**config.mk**
```make
export PLATFORM = sky130hd
export DESIGN_NAME = line_track_marker_sequencer_core_flat
export DESIGN_NICKNAME = d
export VERILOG_FILES = /design/src/hdl/lms_pkg.sv /design/src/hdl/lms_in_if.sv /design/src/hdl/lms_out_if.sv /design/src/hdl/lms_step.sv /design/src/hdl/line_track_marker_sequencer_core.sv /design/src/flat_wrapper.sv
export VERILOG_INCLUDE_DIRS = /design/src /design/src/hdl
export SDC_FILE = /design/constraint.sdc
export NUM_CORES = 1
export LEC_CHECK = 0
export ABC_AREA = 1
export BUFFER_PORTS_ARGS = -buffer_cell sky130_fd_sc_hd__buf_2
export CAP_MARGIN = 20
export CORE_MARGIN = 8
export CORE_UTILIZATION = 40
export CTS_CLUSTER_DIAMETER = 50
export DETAILED_ROUTE_END_ITERATION = 8
export PLACE_DENSITY = 0.62
export SYNTH_ARGS = -nofsm -noshare
export SYNTH_HDL_FRONTEND = slang
export SYNTH_SLANG_ARGS = --single-unit
```
**constraint.sdc**
```tcl
create_clock -name i_clk -period 3.4 [get_ports i_clk]
set_clock_uncertainty 0.1 [all_clocks]
set_input_delay 0.34 -clock i_clk [delete_from_list [all_inputs] [get_ports i_clk]]
set_output_delay 0.34 -clock i_clk [all_outputs]
set_load 0.01 [all_outputs]
```
**src/hdl/line_track_marker_sequencer_core_macros.svh**
```systemverilog
// ----------------------------------------------------------------------------
// Assertion macros for the line-track marker sequencer
// Checks are compiled for simulation only; synthesis sees empty bodies.
// ----------------------------------------------------------------------------
`ifndef LINE_TRACK_MARKER_SEQUENCER_CORE_MACROS_SVH
`define LINE_TRACK_MARKER_SEQUENCER_CORE_MACROS_SVH
`ifndef SYNTHESIS
// same-cycle implication, checked out of reset
`define LMS_ASSERT_NOW(label, clk, rst_n, ante, cons) \
    label: assert property (@(posedge clk) disable iff (!(rst_n)) (ante) |-> (cons)) \
        else $error("lms assertion failed");
// next-cycle implication, checked out of reset
`define LMS_ASSERT_NEXT(label, clk, rst_n, ante, cons) \
    label: assert property (@(posedge clk) disable iff (!(rst_n)) (ante) |=> (cons)) \
        else $error("lms assertion failed");
`else
`define LMS_ASSERT_NOW(label, clk, rst_n, ante, cons)
`define LMS_ASSERT_NEXT(label, clk, rst_n, ante, cons)
`endif
`endif

```
**src/hdl/lms_pkg.sv**
```systemverilog
// ----------------------------------------------------------------------------
// lms_pkg
// Types and constants shared by the line-track marker sequencer.
// ----------------------------------------------------------------------------
package lms_pkg;

    localparam logic [7:0]  MASK_LEFT          = 8'h06;
    localparam logic [7:0]  MASK_RIGHT         = 8'h60;
    localparam logic [7:0]  MASK_CENTER        = 8'h18;
    localparam logic [15:0] STRAIGHT_TICKS_RST = 16'd30;
    localparam logic [7:0]  CONFIRM_TICKS_RST  = 8'd1;

    localparam logic REG_STRAIGHT_TICKS = 1'b0;
    localparam logic REG_CONFIRM_TICKS  = 1'b1;

    typedef enum logic [1:0] {
        MODE_NORMAL   = 2'd0,
        MODE_STRAIGHT = 2'd1,
        MODE_TLEFT    = 2'd2,
        MODE_TRIGHT   = 2'd3
    } t_mode;

    typedef enum logic [1:0] {
        SIDE_NONE  = 2'd0,
        SIDE_LEFT  = 2'd1,
        SIDE_RIGHT = 2'd2
    } t_side;

    typedef enum logic [1:0] {
        DRIVE_LINE     = 2'd0,
        DRIVE_LOST     = 2'd1,
        DRIVE_STRAIGHT = 2'd2,
        DRIVE_YAW      = 2'd3
    } t_drive;

    typedef struct packed {
        t_mode       mode;
        t_side       side;
        logic        armed;
        t_side       cand;
        logic [7:0]  confirm_cnt;
        logic [15:0] straight_cnt;
        logic [1:0]  turn_cnt;
    } t_state;

    typedef struct packed {
        logic [15:0] straight_ticks;
        logic [7:0]  confirm_ticks;
    } t_cfg;

    typedef struct packed {
        t_drive drive_mode;
        t_mode  mode_state;
        t_side  marker_side;
        logic   reset_loops;
        logic   begin_turn;
        logic   stop_motor;
    } t_result;

endpackage

```
**src/hdl/lms_in_if.sv**
```systemverilog
// ----------------------------------------------------------------------------
// lms_in_if
// Sensor pattern channel, one item per control tick.
// ----------------------------------------------------------------------------
interface lms_in_if;
    logic       valid;
    logic       ready;
    logic [7:0] gray_pattern;

    modport source (output valid, output gray_pattern, input ready);
    modport sink   (input valid, input gray_pattern, output ready);
endinterface

```
**src/hdl/lms_out_if.sv**
```systemverilog
// ----------------------------------------------------------------------------
// lms_out_if
// Result channel: drive mode, state, side and one-tick flags.
// ----------------------------------------------------------------------------
interface lms_out_if;
    logic       valid;
    logic       ready;
    logic [1:0] drive_mode;
    logic [1:0] mode_state;
    logic [1:0] marker_side;
    logic       reset_loops;
    logic       begin_turn;
    logic       stop_motor;

    modport source (output valid, output drive_mode, output mode_state,
                    output marker_side, output reset_loops, output begin_turn,
                    output stop_motor, input ready);
    modport sink   (input valid, input drive_mode, input mode_state,
                    input marker_side, input reset_loops, input begin_turn,
                    input stop_motor, output ready);
endinterface

```
**src/hdl/lms_step.sv**
```systemverilog
// ----------------------------------------------------------------------------
// lms_step
// Mode machine update for one sensor pattern: next state and result item.
// ----------------------------------------------------------------------------
module lms_step (
    input  lms_pkg::t_state  i_state,
    input  logic [7:0]       i_gray,
    input  lms_pkg::t_cfg    i_cfg,
    output lms_pkg::t_state  o_state,
    output lms_pkg::t_result o_result
);

    logic          w_armed;
    lms_pkg::t_side w_seen;
    logic [7:0]    w_cc;
    logic          w_confirm;
    logic [15:0]   w_sc;
    logic          w_straight_done;
    logic [1:0]    w_tc;
    logic          w_turn_done;

    // normal mode: marker detection and confirmation
    assign w_armed = i_state.armed | ((i_gray & (lms_pkg::MASK_LEFT | lms_pkg::MASK_RIGHT)) == 8'd0);
    assign w_seen  = (i_gray == lms_pkg::MASK_LEFT)  ? lms_pkg::SIDE_LEFT  :
                     (i_gray == lms_pkg::MASK_RIGHT) ? lms_pkg::SIDE_RIGHT : lms_pkg::SIDE_NONE;
    assign w_cc    = (i_state.confirm_cnt < i_cfg.confirm_ticks) ?
                     8'(i_state.confirm_cnt + 8'd1) : i_state.confirm_cnt;
    assign w_confirm = w_armed && (w_seen != lms_pkg::SIDE_NONE) && (w_seen == i_state.cand)
                       && (w_cc >= i_cfg.confirm_ticks);

    // straight run and turn counters
    assign w_sc            = 16'(i_state.straight_cnt + 16'd1);
    assign w_straight_done = (w_sc >= i_cfg.straight_ticks);
    assign w_tc            = (i_state.turn_cnt < 2'd2) ? 2'(i_state.turn_cnt + 2'd1)
                                                       : i_state.turn_cnt;
    assign w_turn_done     = (w_tc > 2'd1) && ((i_gray & lms_pkg::MASK_CENTER) != 8'd0);

    // next state
    always_comb begin
        o_state = i_state;
        unique case (i_state.mode)
            lms_pkg::MODE_STRAIGHT: begin
                if (w_straight_done) begin
                    o_state.straight_cnt = 16'd0;
                    o_state.turn_cnt     = 2'd0;
                    o_state.mode = (i_state.side == lms_pkg::SIDE_LEFT) ?
                                   lms_pkg::MODE_TLEFT : lms_pkg::MODE_TRIGHT;
                end else begin
                    o_state.straight_cnt = w_sc;
                end
            end
            lms_pkg::MODE_TLEFT, lms_pkg::MODE_TRIGHT: begin
                o_state.turn_cnt = w_tc;
                if (w_turn_done) begin
                    o_state.mode = lms_pkg::MODE_NORMAL;
                    o_state.side = lms_pkg::SIDE_NONE;
                end
            end
            default: begin
                o_state.armed = w_armed;
                if (!w_armed || w_seen == lms_pkg::SIDE_NONE || w_confirm) begin
                    o_state.cand        = lms_pkg::SIDE_NONE;
                    o_state.confirm_cnt = 8'd0;
                end else if (w_seen != i_state.cand) begin
                    o_state.cand        = w_seen;
                    o_state.confirm_cnt = 8'd1;
                end else begin
                    o_state.confirm_cnt = w_cc;
                end
                if (w_confirm) begin
                    o_state.side         = w_seen;
                    o_state.armed        = 1'b0;
                    o_state.straight_cnt = 16'd0;
                    o_state.mode         = lms_pkg::MODE_STRAIGHT;
                end
            end
        endcase
    end

    // result item
    always_comb begin
        o_result.mode_state  = o_state.mode;
        o_result.marker_side = o_state.side;
        o_result.reset_loops = 1'b0;
        o_result.begin_turn  = 1'b0;
        o_result.stop_motor  = 1'b0;
        unique case (i_state.mode)
            lms_pkg::MODE_STRAIGHT: begin
                o_result.drive_mode  = lms_pkg::DRIVE_STRAIGHT;
                o_result.reset_loops = w_straight_done;
                o_result.begin_turn  = w_straight_done;
            end
            lms_pkg::MODE_TLEFT, lms_pkg::MODE_TRIGHT: begin
                o_result.drive_mode  = lms_pkg::DRIVE_YAW;
                o_result.reset_loops = w_turn_done;
                o_result.stop_motor  = w_turn_done;
            end
            default: begin
                o_result.reset_loops = w_confirm;
                if (w_confirm) begin
                    o_result.drive_mode = lms_pkg::DRIVE_STRAIGHT;
                end else if (i_gray == 8'd0) begin
                    o_result.drive_mode = lms_pkg::DRIVE_LOST;
                end else begin
                    o_result.drive_mode = lms_pkg::DRIVE_LINE;
                end
            end
        endcase
    end

endmodule

```
**src/hdl/line_track_marker_sequencer_core.sv**
```systemverilog
// An accepted item passes through the input register and then the result register.
// Throughput: one item per cycle while the result side is ready; the input
// register feeds the mode logic and the result register, which moves on when free.
// Reset (synchronous, active low): normal mode, armed, counters cleared,
// straight_ticks 30, confirm_ticks 1, both pipeline registers empty.
// ----------------------------------------------------------------------------
// line_track_marker_sequencer_core
// Marker confirmation, straight run and yaw turn sequencing per sensor tick.
// ----------------------------------------------------------------------------
`include "line_track_marker_sequencer_core_macros.svh"

module line_track_marker_sequencer_core (
    input  logic        i_clk,
    input  logic        i_rst_n,
    lms_in_if.sink      i_in_ch,
    lms_out_if.source   o_out_ch,
    input  logic        i_cfg_we,
    input  logic        i_cfg_idx,
    input  logic [15:0] i_cfg_data
);

    lms_pkg::t_cfg    r_cfg;
    lms_pkg::t_state  r_state, n_state;
    lms_pkg::t_result r_out, n_out;
    logic             r_in_valid;
    logic [7:0]       r_gray;
    logic             r_out_valid;
    logic             w_move;

    // advance the input item into the result register when it is free
    assign w_move         = r_in_valid && (!r_out_valid || o_out_ch.ready);
    assign i_in_ch.ready  = !r_in_valid || w_move;

    lms_step u_step (
        .i_state  (r_state),
        .i_gray   (r_gray),
        .i_cfg    (r_cfg),
        .o_state  (n_state),
        .o_result (n_out)
    );

    always_ff @(posedge i_clk) begin
        if (!i_rst_n) begin
            r_cfg.straight_ticks <= lms_pkg::STRAIGHT_TICKS_RST;
            r_cfg.confirm_ticks  <= lms_pkg::CONFIRM_TICKS_RST;
        end else if (i_cfg_we) begin
            if (i_cfg_idx == lms_pkg::REG_STRAIGHT_TICKS) begin
                r_cfg.straight_ticks <= i_cfg_data;
            end else begin
                r_cfg.confirm_ticks <= i_cfg_data[7:0];
            end
        end
    end

    always_ff @(posedge i_clk) begin
        if (!i_rst_n) begin
            r_state <= '{mode: lms_pkg::MODE_NORMAL, side: lms_pkg::SIDE_NONE, armed: 1'b1,
                         cand: lms_pkg::SIDE_NONE, confirm_cnt: 8'd0,
                         straight_cnt: 16'd0, turn_cnt: 2'd0};
            r_in_valid  <= 1'b0;
            r_out_valid <= 1'b0;
        end else begin
            if (i_in_ch.valid && i_in_ch.ready) begin
                r_in_valid <= 1'b1;
            end else if (w_move) begin
                r_in_valid <= 1'b0;
            end
            if (w_move) begin
                r_state     <= n_state;
                r_out_valid <= 1'b1;
            end else if (o_out_ch.ready) begin
                r_out_valid <= 1'b0;
            end
        end
    end

    always_ff @(posedge i_clk) begin
        if (i_in_ch.valid && i_in_ch.ready) begin
            r_gray <= i_in_ch.gray_pattern;
        end
        if (w_move) begin
            r_out <= n_out;
        end
    end

    assign o_out_ch.valid       = r_out_valid;
    assign o_out_ch.drive_mode  = r_out.drive_mode;
    assign o_out_ch.mode_state  = r_out.mode_state;
    assign o_out_ch.marker_side = r_out.marker_side;
    assign o_out_ch.reset_loops = r_out.reset_loops;
    assign o_out_ch.begin_turn  = r_out.begin_turn;
    assign o_out_ch.stop_motor  = r_out.stop_motor;

    `LMS_ASSERT_NOW(a_begin_in_turn, i_clk, i_rst_n, r_out_valid && r_out.begin_turn, r_out.mode_state == lms_pkg::MODE_TLEFT || r_out.mode_state == lms_pkg::MODE_TRIGHT)
    `LMS_ASSERT_NOW(a_stop_clears, i_clk, i_rst_n, r_out_valid && r_out.stop_motor, r_out.mode_state == lms_pkg::MODE_NORMAL && r_out.marker_side == lms_pkg::SIDE_NONE)
    `LMS_ASSERT_NOW(a_straight_side, i_clk, i_rst_n, r_state.mode == lms_pkg::MODE_STRAIGHT, r_state.side != lms_pkg::SIDE_NONE)
    `LMS_ASSERT_NOW(a_stall_cause, i_clk, i_rst_n, !i_in_ch.ready, r_in_valid && r_out_valid && !o_out_ch.ready)
    `LMS_ASSERT_NEXT(a_move_fills, i_clk, i_rst_n, w_move, r_out_valid)

endmodule
```
**src/flat_wrapper.sv**
```systemverilog
// flat-port wrapper written by rule: the top's interface ports become plain ports
module line_track_marker_sequencer_core_flat 
  (i_clk, i_rst_n, i_cfg_we, i_cfg_idx, i_cfg_data, i_in_ch_valid, i_in_ch_gray_pattern, i_in_ch_ready, o_out_ch_valid, o_out_ch_drive_mode, o_out_ch_mode_state, o_out_ch_marker_side, o_out_ch_reset_loops, o_out_ch_begin_turn, o_out_ch_stop_motor, o_out_ch_ready);
  lms_in_if i_in_ch_i ();
  lms_out_if o_out_ch_i ();
  input  logic i_clk;
  input  logic i_rst_n;
  input  logic i_cfg_we;
  input  logic i_cfg_idx;
  input  logic [15:0] i_cfg_data;
  input wire logic [$bits(i_in_ch_i.valid)-1:0] i_in_ch_valid;
  input wire logic [$bits(i_in_ch_i.gray_pattern)-1:0] i_in_ch_gray_pattern;
  output wire logic [$bits(i_in_ch_i.ready)-1:0] i_in_ch_ready;
  output wire logic [$bits(o_out_ch_i.valid)-1:0] o_out_ch_valid;
  output wire logic [$bits(o_out_ch_i.drive_mode)-1:0] o_out_ch_drive_mode;
  output wire logic [$bits(o_out_ch_i.mode_state)-1:0] o_out_ch_mode_state;
  output wire logic [$bits(o_out_ch_i.marker_side)-1:0] o_out_ch_marker_side;
  output wire logic [$bits(o_out_ch_i.reset_loops)-1:0] o_out_ch_reset_loops;
  output wire logic [$bits(o_out_ch_i.begin_turn)-1:0] o_out_ch_begin_turn;
  output wire logic [$bits(o_out_ch_i.stop_motor)-1:0] o_out_ch_stop_motor;
  input wire logic [$bits(o_out_ch_i.ready)-1:0] o_out_ch_ready;
  assign i_in_ch_i.valid = i_in_ch_valid;
  assign i_in_ch_i.gray_pattern = i_in_ch_gray_pattern;
  assign i_in_ch_ready = i_in_ch_i.ready;
  assign o_out_ch_valid = o_out_ch_i.valid;
  assign o_out_ch_drive_mode = o_out_ch_i.drive_mode;
  assign o_out_ch_mode_state = o_out_ch_i.mode_state;
  assign o_out_ch_marker_side = o_out_ch_i.marker_side;
  assign o_out_ch_reset_loops = o_out_ch_i.reset_loops;
  assign o_out_ch_begin_turn = o_out_ch_i.begin_turn;
  assign o_out_ch_stop_motor = o_out_ch_i.stop_motor;
  assign o_out_ch_i.ready = o_out_ch_ready;
  line_track_marker_sequencer_core u_core (.i_clk(i_clk), .i_rst_n(i_rst_n), .i_in_ch(i_in_ch_i), .o_out_ch(o_out_ch_i), .i_cfg_we(i_cfg_we), .i_cfg_idx(i_cfg_idx), .i_cfg_data(i_cfg_data));
endmodule
```
==> results of run 1 <==
cells in the final DEF (no fill, tap or decap), types with 3 or more instances in the layout:
cell type and n:
nand2_1 133, inv_1 81, dfxtp_1 58, a21oi_1 51
nor2_1 47, buf_2 40, nand3_1 35, ha_1 34
o21ai_0 27, nand2_2 22, edfxtp_1 17, xor2_1 15
clkbuf_8 12, nor3_1 11, a21oi_2 11, buf_4 8
nand4_1 7, inv_2 5, nor2_4 4, o211ai_1 4
o21bai_1 3, nor2_2 3, nand3b_1 3, xnor2_1 3
area by class of cell:
class / instances / area [um2] / area share (%)
Clock buffer: 14 / 195.2 / 3.821
Sequential cell: 76 / 1693 / 33.14
Multi-Input combinational cell: 423 / 2397 / 46.93
Timing Repair Buffer: 49 / 271.5 / 5.315
Tap cell: 140 / 175.2 / 3.429
Clock inverter: 2 / 37.54 / 0.7348
Inverter: 87 / 339.1 / 6.637
worst max path at each step:
stage | startpoint | endpoint | slack, ns | cells past startpoint
2_1_floorplan | u_core.r_state[23] | u_core.r_state[11] | 0.45 | 19
4_1_cts | u_core.r_state[23] | u_core.r_state[6] | 0.05 | 20
5_1_grt | u_core.r_cfg[5] | u_core.r_state[16] | -0.0003 | 21
3_3_place_gp | u_core.r_state[23] | u_core.r_state[14] | 0.20 | 20
6_report | u_core.r_cfg[5] | u_core.r_state[16] | 0.20 | 21
3_5_place_dp | u_core.r_state[23] | u_core.r_state[6] | 0.1 | 20
report_power, final:
group / internal, mW / leakage [nW] / switching (mW) / total [mW]
sequential: 0.959 / 0.647 / 0.0145 / 0.974
combinational: 0.0756 / 1.58 / 0.143 / 0.219
clock: 0.447 / 0.117 / 0.340 / 0.787
total: 1.48 / 2.35 / 0.498 / 1.98
per-layer routing:
layer | share of wire, % | vias to the layer above
met1 | 45 | 1712
met3 | 3.6 | 10
li1 | - | 2033
met5 | 0 | -
met2 | 50 | 53
met4 | 1.5 | 0
per-stage QoR:
stage / setup slack (ns) / utilization (%)
2_1_floorplan: 0.4503 / -
3_3_place_gp: 0.1978 / 44.41
3_5_place_dp: 0.09679 / 44.41
4_1_cts: 0.04627 / 46.56
5_1_grt: -0.0002840 / 47.13
6_report: 0.1976 / 47.13
state kept, by name, summed over array words and instances (netlist names):
name	count
u_core.r_gray	8
u_core.o_out_ch.valid	1
u_core.o_out_ch.drive_mode	2
u_core.o_out_ch.marker_side	2
u_core.o_out_ch.begin_turn	1
u_core.r_cfg	24
u_core.o_out_ch.mode_state	2
u_core.o_out_ch.stop_motor	1
u_core.r_state	33
u_core.r_in_valid	1
u_core.o_out_ch.reset_loops	1
cell families after synthesis:
| family | synth area share, % |
|---|---|
| xor+xnor | 3.535 |
| buf+inv | 8.920 |
| fa+ha+maj | 9.537 |
| simple gates | 26.90 |
| flops | 37.92 |
| compound gates | 13.18 |
timing repair:
action / in CTS / in global routing
endpoints found under the setup margin: 0 / 30
gates resized for setup: 0 / 11
setup buffers: 0 / 3
==> summary.md, run 1 <==
| Metric | Value |
|---|---|
| Final instance area | `about 5100 um2` |
| Placed cell count | `between 700 and 800` |
| Residual DRC count | `0` |
| Initial Utilization | `approximately two fifths` |
| WHS Endpoint | `u_core.r_gray[2]` |
| #FFs+latches synth | `76` |
| Crit-path max FO | `9` |
| Num CTS Buffers | `9` |
| Pre-antenna DRT Iters | `5` |
| Total length of routed wires | `10100 um` |
| Final Hold Fails | `0` |
| Hold_sp | `i_in_ch_gray_pattern[2]` |
| WP buf/inv | `4` |
| Final Slew Violations | `0` |
| Post-Syn Nets | `roughly 660` |
| R2r startpoint | `u_core.r_cfg[5]` |
| GRT overflow | `0` |
| M3 GR Usage | `about 3.8%` |
| Synth cell count leaders | `134 x nand2_1, 81 x inv_1, 59 x dfxtp_1, 52 x a21oi_1, 47 x nor2_1` |
| CP max stage delay | `slightly above 0.3 ns` |
| Post-synthesis cell type count | `34` |
| Placed Area | `about 4800 um2` |
| Largest net degree at the start of global routing | `29` |
| Setup TNS Final | `0 ns` |
| Pwr Total | `a little under 2 mW` |
| PD cells | `about 390 nW/um2` |
| Die area | `14790 um2` |
| Mean Syn Cell Area | `roughly 7.5 um2` |
| Synth top area cells | `dfxtp_1 26%, edfxtp_1 11%, nand2_1 11%` |
| Leak | `between 2 and 2.5 nW` |
| N_diodes | `0` |
| Fin crit share | `94.19%` |
| Share of the synthesized area in the top cell type | `roughly a quarter` |
| Mapped Cells | `598` |
| GR peak layer | `met2` |
| Total GRT Usage | `~14%` |
| Hold-fix buffers, CTS | `0` |
| Clk root buf | `clkbuf_8` |
| Chip height | `about 120 um` |
| Max rail drop VDD | `between 0.00015 and 0.0002 V` |
| Relative slew margins | `between 30% and 40%` |
| Max Fclk | `~0.31 GHz` |
| Max cap viols | `0` |
| Top_reg_cell synth | `dfxtp_1` |
| Met2 Use GR | `24.73%` |
| Vias in the first global route | `3761` |
| Post-synth EDFFs | `17` |
| Cell Count, Final, Fillers Out | `around 790` |
| WL/cell | `about 13 um` |
| Site Rows | `38` |
| Tightest Pin Transition | `about 0.9 ns` |
| Vias per cell | `slightly below 5` |
| Crit path max-delay family | `simple AND/OR/NAND/NOR gates` |
| Fillers | `around 1100` |
| WHS | `between 0.05 and 0.06 ns` |
| CP cell instances | `inv_1 > ha_1 > a21oi_2 > nor2_1 > a211oi_2 > nand2_2 > o21ai_1 > inv_1 > ha_1 > nand2_1 > a21oi_1 > nor2_1 > nand2_1 > inv_1 > nand2_1 > nand3_2 > nand2_4 > nand2_8 > buf_6 > nand2_1 > a21oi_2` |
| Worst hold stages | `1` |
| Clock Tree Buf Depth | `2` |
| IO Pins | `41` |
| FF-to-FF path depth | `21` |
| Worst path most repeated cell | `nand2_1` |
| FF-to-FF End | `u_core.r_state[16]` |
| Initial antenna violation count | `0` |
| Area growth syn-to-layout | `14.53%` |
| Crit path required time | `roughly 3.5 ns` |
| Worst-Skew Late Latency | `0.36 ns` |
| Nets | `slightly above 700` |
| Critical path capture point type | `flop` |
| GP Congestion | `around 0.88` |
| Hold Crit Class | `input pin to flop` |
| Crit path DAT | `roughly 3.3 ns` |
| H-tree depth | `3` |
| Detailed Place HPWL | `approximately 7600 um` |
| Register area share after synthesis | `between 30 and 40%` |
| Clock sinks | `76` |
| Status | `completed` |
| IO Port Bufs | `40` |
| Tmin final | `between 3 and 4 ns` |
| GR Util met1 | `~16%` |
| CTS tree | `built` |
| Via Count | `around 3800` |
| CP max stage cell | `dfxtp_1` |
| Initial DRC Count | `approximately 250` |
| Worst setup SP type | `flop` |
| Layout cells sized above 1 | `18.13%` |
| Core area | `10840 um2` |
| Critical path type | `flop to flop` |
| Mapped cell area | `4461 um2` |
| Post-DRT Antenna Nets | `0` |
| Asr flop ratio synth | `0%` |
| First-pass GRT wire length | `17020 um` |
| Reg clk slew, reported paths | `0.08 ns` |
| FF-to-FF setup slack | `around 0.20 ns` |
| Most frequent cell after synthesis | `nand2_1` |
| Die X | `~120 um` |
| Dominant cell type by area after synthesis | `dfxtp_1` |
| Warnings from Yosys | `0` |
| # setup viols final | `0` |
No activity file was read; power rests on OpenSTA's default activity.
==> run 2: changes to the inputs <==
- RECOVER_POWER: not set -> 100
==> summary.md, run 2 (same netlist as run 1, synthesis figures left out) <==
| Metric | Value |
|---|---|
| Status | `completed` |
| Die X | `121.6 um` |
| Initial DRC Count | `275` |
| Num CTS Buffers | `9` |
| GRT overflow | `0` |
| Initial antenna violation count | `0` |
| Final Util | `a little under half` |
| Final Hold Fails | `0` |
| IO Pins | `a little over 40` |
| PD cells | `389.2 nW/um2` |
| Max cap viols | `0` |
| Max reg flops | `33` |
| Largest net degree at the start of global routing | `29` |
| Vias per cell | `around 4.8` |
| Nets | `710` |
| Multi-input logic area | `2397 um2` |
| First-pass GRT wire length | `~17000 um` |
| Worst-Skew Late Latency | `0.36 ns` |
| GP Congestion | `about 0.88` |
| WHS | `0.04924 ns` |
| Fillers | `roughly 1100` |
| Total GRT Usage | `about 14%` |
| Max Fclk | `about 0.31 GHz` |
| Commonest non-fill, non-tap cells in the layout | `133 x nand2_1, 81 x inv_1, 58 x dfxtp_1` |
| H-tree depth | `3` |
| Hold Crit Class | `input pin to flop` |
| Tightest Pin Transition | `just under 1 ns` |
| Fin crit share | `94.22%` |
| Core area | `around 11000 um2` |
| Chip height | `around 120 um` |
| Final Slew Violations | `0` |
| Register Area | `about 1700 um2` |
| Clock Tree Buf Depth | `2` |
| Cell Count, Final, Fillers Out | `791` |
| Final instance area | `5087 um2` |
| Crit path DAT | `3.31 ns` |
| Leak | `approximately 2.3 nW` |
| Vias in the first global route | `3761` |
| Reg clk slew, reported paths | `0.08 ns` |
| Placed cell count | `just under 800` |
| Pre-antenna DRT Iters | `4` |
| Via Count | `3835` |
| Max rail drop VDD | `between 0.00015 and 0.0002 V` |
| Relative slew margins | `35.19%` |
| Die area | `roughly 15000 um2` |
| Total length of routed wires | `just over 10000 um` |
| Residual DRC count | `0` |
| WL/cell | `between 10 and 15 um` |
| Hold-fix buffers, CTS | `0` |
| Area growth syn-to-layout | `14.05%` |
| # setup viols final | `0` |
| Clock sinks | `76` |
| Site Rows | `38` |
| Layout cells sized above 1 | `between 10% and 20%` |
| Crit-path max FO | `9` |
| N_diodes | `0` |
| Clk root buf | `clkbuf_8` |
| Worst setup SP type | `flop` |
| Detailed Place HPWL | `7618 um` |
| Top Registers | `u_core.r_state x33, u_core.r_cfg x24, u_core.r_gray x8` |
| Initial Utilization | `approximately two fifths` |
| Post-DRT Antenna Nets | `0` |
| Placed Area | `just under 5000 um2` |
| Commonest non-fill, non-tap cell in the layout | `nand2_1` |
| Most flop-heavy register | `u_core.r_state` |
| Critical path capture point type | `flop` |
| IO Port Bufs | `40` |
| Crit path required time | `about 3.5 ns` |
| Setup TNS Final | `0 ns` |
| Tmin final | `between 3 and 4 ns` |
| Critical path type | `flop to flop` |
| CTS tree | `built` |
## run 2: cell types whose count changed in the layout (fill, tap and decap cells not counted)
| cell | delta |
|---|---|
| buf_2 | -14 |
| buf_4 | -1 |
| clkbuf_1 | +15 |
## run 2: power breakdown
group | leakage, nW | switching [mW] | internal, mW
registers | 0.647 | 0.0147 | 0.959
logic | 1.54 | 0.144 | 0.0730
clock network | 0.117 | 0.342 | 0.447
## run 2: path summary, 6_finish.rpt
kind / from / end / slack, ns / cells after the start
worst min register to register: u_core.r_cfg[19] / u_core.r_cfg[19] / 0.36 / 2
worst max register to register: u_core.r_cfg[5] / u_core.r_state[16] / 0.20 / 21
worst max-delay path: u_core.r_cfg[5] / u_core.r_state[16] / 0.20 / 21
worst min-delay path: i_in_ch_gray_pattern[2] / u_core.r_gray[2] / 0.05 / 1
## run 2: routing by layer
layer	share of wire (%)	global-route usage, %	vias to the layer above
met5	0	0	-
met4	1.6	5.012	0
met3	3.5	3.795	12
met2	50	24.73	60
met1	45	16.42	1728
li1	-	-	2035
## run 2: area by class of cell
cell class	instances	area share (%)
repair buffers	49	4.919
multi-input cells	423	47.12
clock buffers	14	3.837
well taps	140	3.443
flip-flops and latches	76	33.28
inverters	87	6.665
clock inverters	2	0.7378
## run 2: repair_timing
item,4_1_cts,5_1_grt
endpoints found under the setup margin,0,30
hold endpoints to repair,0,0
buffers inserted,0,3
resized for setup,0,11
## run 2: critical path, stage by stage, from the launching register on
cell	delay, ns
dfxtp_1	0.31
inv_1	0.07
ha_1	0.31
a21oi_2	0.13
nor2_1	0.06
a211oi_2	0.31
nand2_2	0.15
o21ai_1	0.19
inv_1	0.08
ha_1	0.27
nand2_1	0.06
a21oi_1	0.12
nor2_1	0.05
nand2_1	0.05
inv_1	0.04
nand2_1	0.10
nand3_2	0.13
nand2_4	0.12
nand2_8	0.10
buf_6	0.18
nand2_1	0.08
a21oi_2	0.05
## run 2: metrics by stage
step	setup WS, ns	power (mW)
after floorplan	0.4503	1.145
after detailed placement	0.09679	1.210
after global placement	0.1978	1.204
final	0.1967	1.980
after CTS	0.04627	1.994
after global routing	-0.0004086	2.075
==> run 3: changes to the inputs <==
- CORE_UTILIZATION: 40 -> 55
- PLACE_DENSITY: 0.62 -> 0.8
- clock period: 3.4 -> 4.2 ns (I/O delays scaled with it)
==> summary.md, run 3 (same netlist as run 1, synthesis figures left out) <==
| Metric | Value |
|---|---|
| Detailed Place HPWL | `~7600 um` |
| Chip height | `between 100 and 150 um` |
| Initial Utilization | `between 50 and 60%` |
| Sw Ratio | `27.08%` |
| Status | `completed` |
| Most flop-heavy register | `u_core.r_state` |
| Site Rows | `33` |
| Clock share of power | `between 30% and 40%` |
| Int Power | `~1.1 mW` |
| Layout cells sized above 1 | `a little under an eighth` |
| GRT overflow | `0` |
| Reg clk slew, reported paths | `about 0.080 ns` |
| Critical path capture point type | `flop` |
| Top Registers | `u_core.r_state x33, u_core.r_cfg x24, u_core.r_gray x8` |
| Residual DRC count | `0` |
| Commonest non-fill, non-tap cells in the layout | `141 x nand2_1, 81 x inv_1, 59 x dfxtp_1` |
| Setup TNS Final | `0 ns` |
| Max reg flops | `33` |
| Total length of routed wires | `~10000 um` |
| Setup repair bufs after CTS | `0` |
| Die area | `~11000 um2` |
| Worst setup SP type | `flop` |
| Clock Tree Buf Depth | `2` |
| Initial DRC Count | `slightly above 300` |
| Vias per cell | `about 5.3` |
| Tightest Pin Transition | `between 1 and 1.5 ns` |
| PD cells | `299.4 nW/um2` |
| Clk root buf | `clkbuf_8` |
| Hold-fix buffers, CTS | `0` |
| Fin crit share | `~87%` |
| Switching power total | `a little under 0.4 mW` |
| Tmin final | `between 3 and 4 ns` |
| Cts repair resizes | `0` |
| Largest net degree at the start of global routing | `29` |
| Num CTS Buffers | `9` |
| Hold Crit Class | `input pin to flop` |
| N_diodes | `0` |
| Critical path type | `flop to flop` |
| Die X | `about 110 um` |
| FF-to-FF End | `u_core.r_state[9]` |
| Core area | `between 8000 and 9000 um2` |
| WHS | `approximately 0.14 ns` |
| Worst-Skew Late Latency | `0.35 ns` |
| Nets | `701` |
| CP startpoint | `u_core.r_state[23]` |
| IO Pins | `41` |
| Unrepaired setup endpoints after global routing | `false` |
| Leak | `approximately 2.2 nW` |
| GP Congestion | `slightly above 0.9` |
| Hold_sp | `i_in_ch_gray_pattern[4]` |
| Logic pwr share | `a little under an eighth` |
| Pre-antenna DRT Iters | `7` |
| FF-to-FF setup slack | `0.57 ns` |
| WL/cell | `~13 um` |
| Commonest non-fill, non-tap cell in the layout | `nand2_1` |
| Crit-path max FO | `17` |
| Initial antenna violation count | `0` |
| Post-DRT Antenna Nets | `0` |
| H-tree depth | `3` |
| R2r startpoint | `u_core.r_state[23]` |
| Crit path required time | `roughly 4.4 ns` |
| Relative slew margins | `a little under a quarter` |
| Final Hold Fails | `0` |
| Max Fclk | `between 0.2 and 0.3 GHz` |
| Max cap viols | `0` |
| WHS Endpoint | `u_core.r_gray[4]` |
| IO Port Bufs | `40` |
| Max rail drop VDD | `roughly 0.00016 V` |
| Via Count | `3933` |
| First-pass GRT wire length | `~17000 um` |
| Worst hold stages | `1` |
| Clock sinks | `76` |
| Vias in the first global route | `3723` |
| Seq pwr share | `54.3%` |
| Crit path DAT | `roughly 3.8 ns` |
| Total GRT Usage | `roughly 18%` |
| CTS tree | `built` |
| Area growth syn-to-layout | `8.752%` |
| Final Slew Violations | `0` |
| # setup viols final | `0` |
| FF-to-FF path depth | `20` |
==> run 3: changes by cell type in the layout (fill, tap and decap cells not counted), moves of 2 or more <==
cell | before | now
a21oi_1 | 51 | 54
a21oi_2 | 11 | 8
buf_4 | 7 | 0
clkbuf_8 | 12 | 10
clkinv_1 | 0 | 2
nand2_1 | 133 | 141
nand2_2 | 22 | 14
nor2_1 | 47 | 49
nor2_2 | 3 | 1
==> run 3: worst max path at each step <==
stage | cells past startpoint | slack (ns) | endpoint
2_1_floorplan | 19 | 1.25 | u_core.r_state[11]
3_3_place_gp | 20 | 0.77 | u_core.r_state[4]
3_5_place_dp | 20 | 0.71 | u_core.r_state[6]
4_1_cts | 20 | 0.68 | u_core.r_state[6]
5_1_grt | 20 | 0.18 | u_core.r_state[30]
6_report | 20 | 0.57 | u_core.r_state[9]
==> run 3: metal layers <==
layer	up-vias	wire length (um)	GRT usage [%]
met5	-	0	0
met4	0	306	9.749
met3	29	403	3.630
met2	109	4993	30.83
met1	1782	4302	21.48
li1	2013	-	-
==> run 3: power by group through the flow <==
stage / sequential (mW) / clock [mW] / combinational, mW
floorplan: 0.805 / 0 / 0.122
global placement: 0.804 / 0 / 0.165
detailed placement: 0.806 / 0 / 0.176
CTS: 0.789 / 0.501 / 0.178
global route: 0.791 / 0.535 / 0.198
finish: 0.789 / 0.492 / 0.172
==> run 3: per-stage QoR <==
step	instances	power [mW]	utilization [%]	area, um2	worst slack (ns)
2_1_floorplan	598	0.9268	-	4461	1.250
3_3_place_gp	730	0.9693	58.69	4726	0.7694
3_5_place_dp	731	0.9816	59.04	4753	0.7105
4_1_cts	747	1.468	61.13	4922	0.6801
5_1_grt	747	1.524	60.25	4851	0.1839
6_report	747	1.453	60.25	4851	0.5655
==> run 3: final cells by class <==
| cell class | count | area [um2] |
|---|---|---|
| inverters | 87 | 331.6 |
| clock buffers | 11 | 141.4 |
| well taps | 105 | 131.4 |
| multi-input cells | 422 | 2341 |
| flip-flops and latches | 76 | 1692 |
| fillers | 742 | 3201 |
| clock inverters | 5 | 27.53 |
| repair buffers | 41 | 186.4 |
==> run 3: worst max-delay path, stage by stage (launching register included) <==
cell and delay [ns]:
dfxtp_1 0.43, ha_1 0.28, a21oi_1 0.13, nor2_1 0.06, a211oi_2 0.35, nand2_1 0.34
o21ai_0 0.25, inv_1 0.09, ha_1 0.28, nand2_1 0.06, a21oi_1 0.12, nor2_1 0.05
nand2_1 0.06, inv_1 0.04, nand2_1 0.13, nand3_2 0.13, nand2_1 0.12, nand2_4 0.15
inv_6 0.18, nand2_1 0.10, a21oi_2 0.11
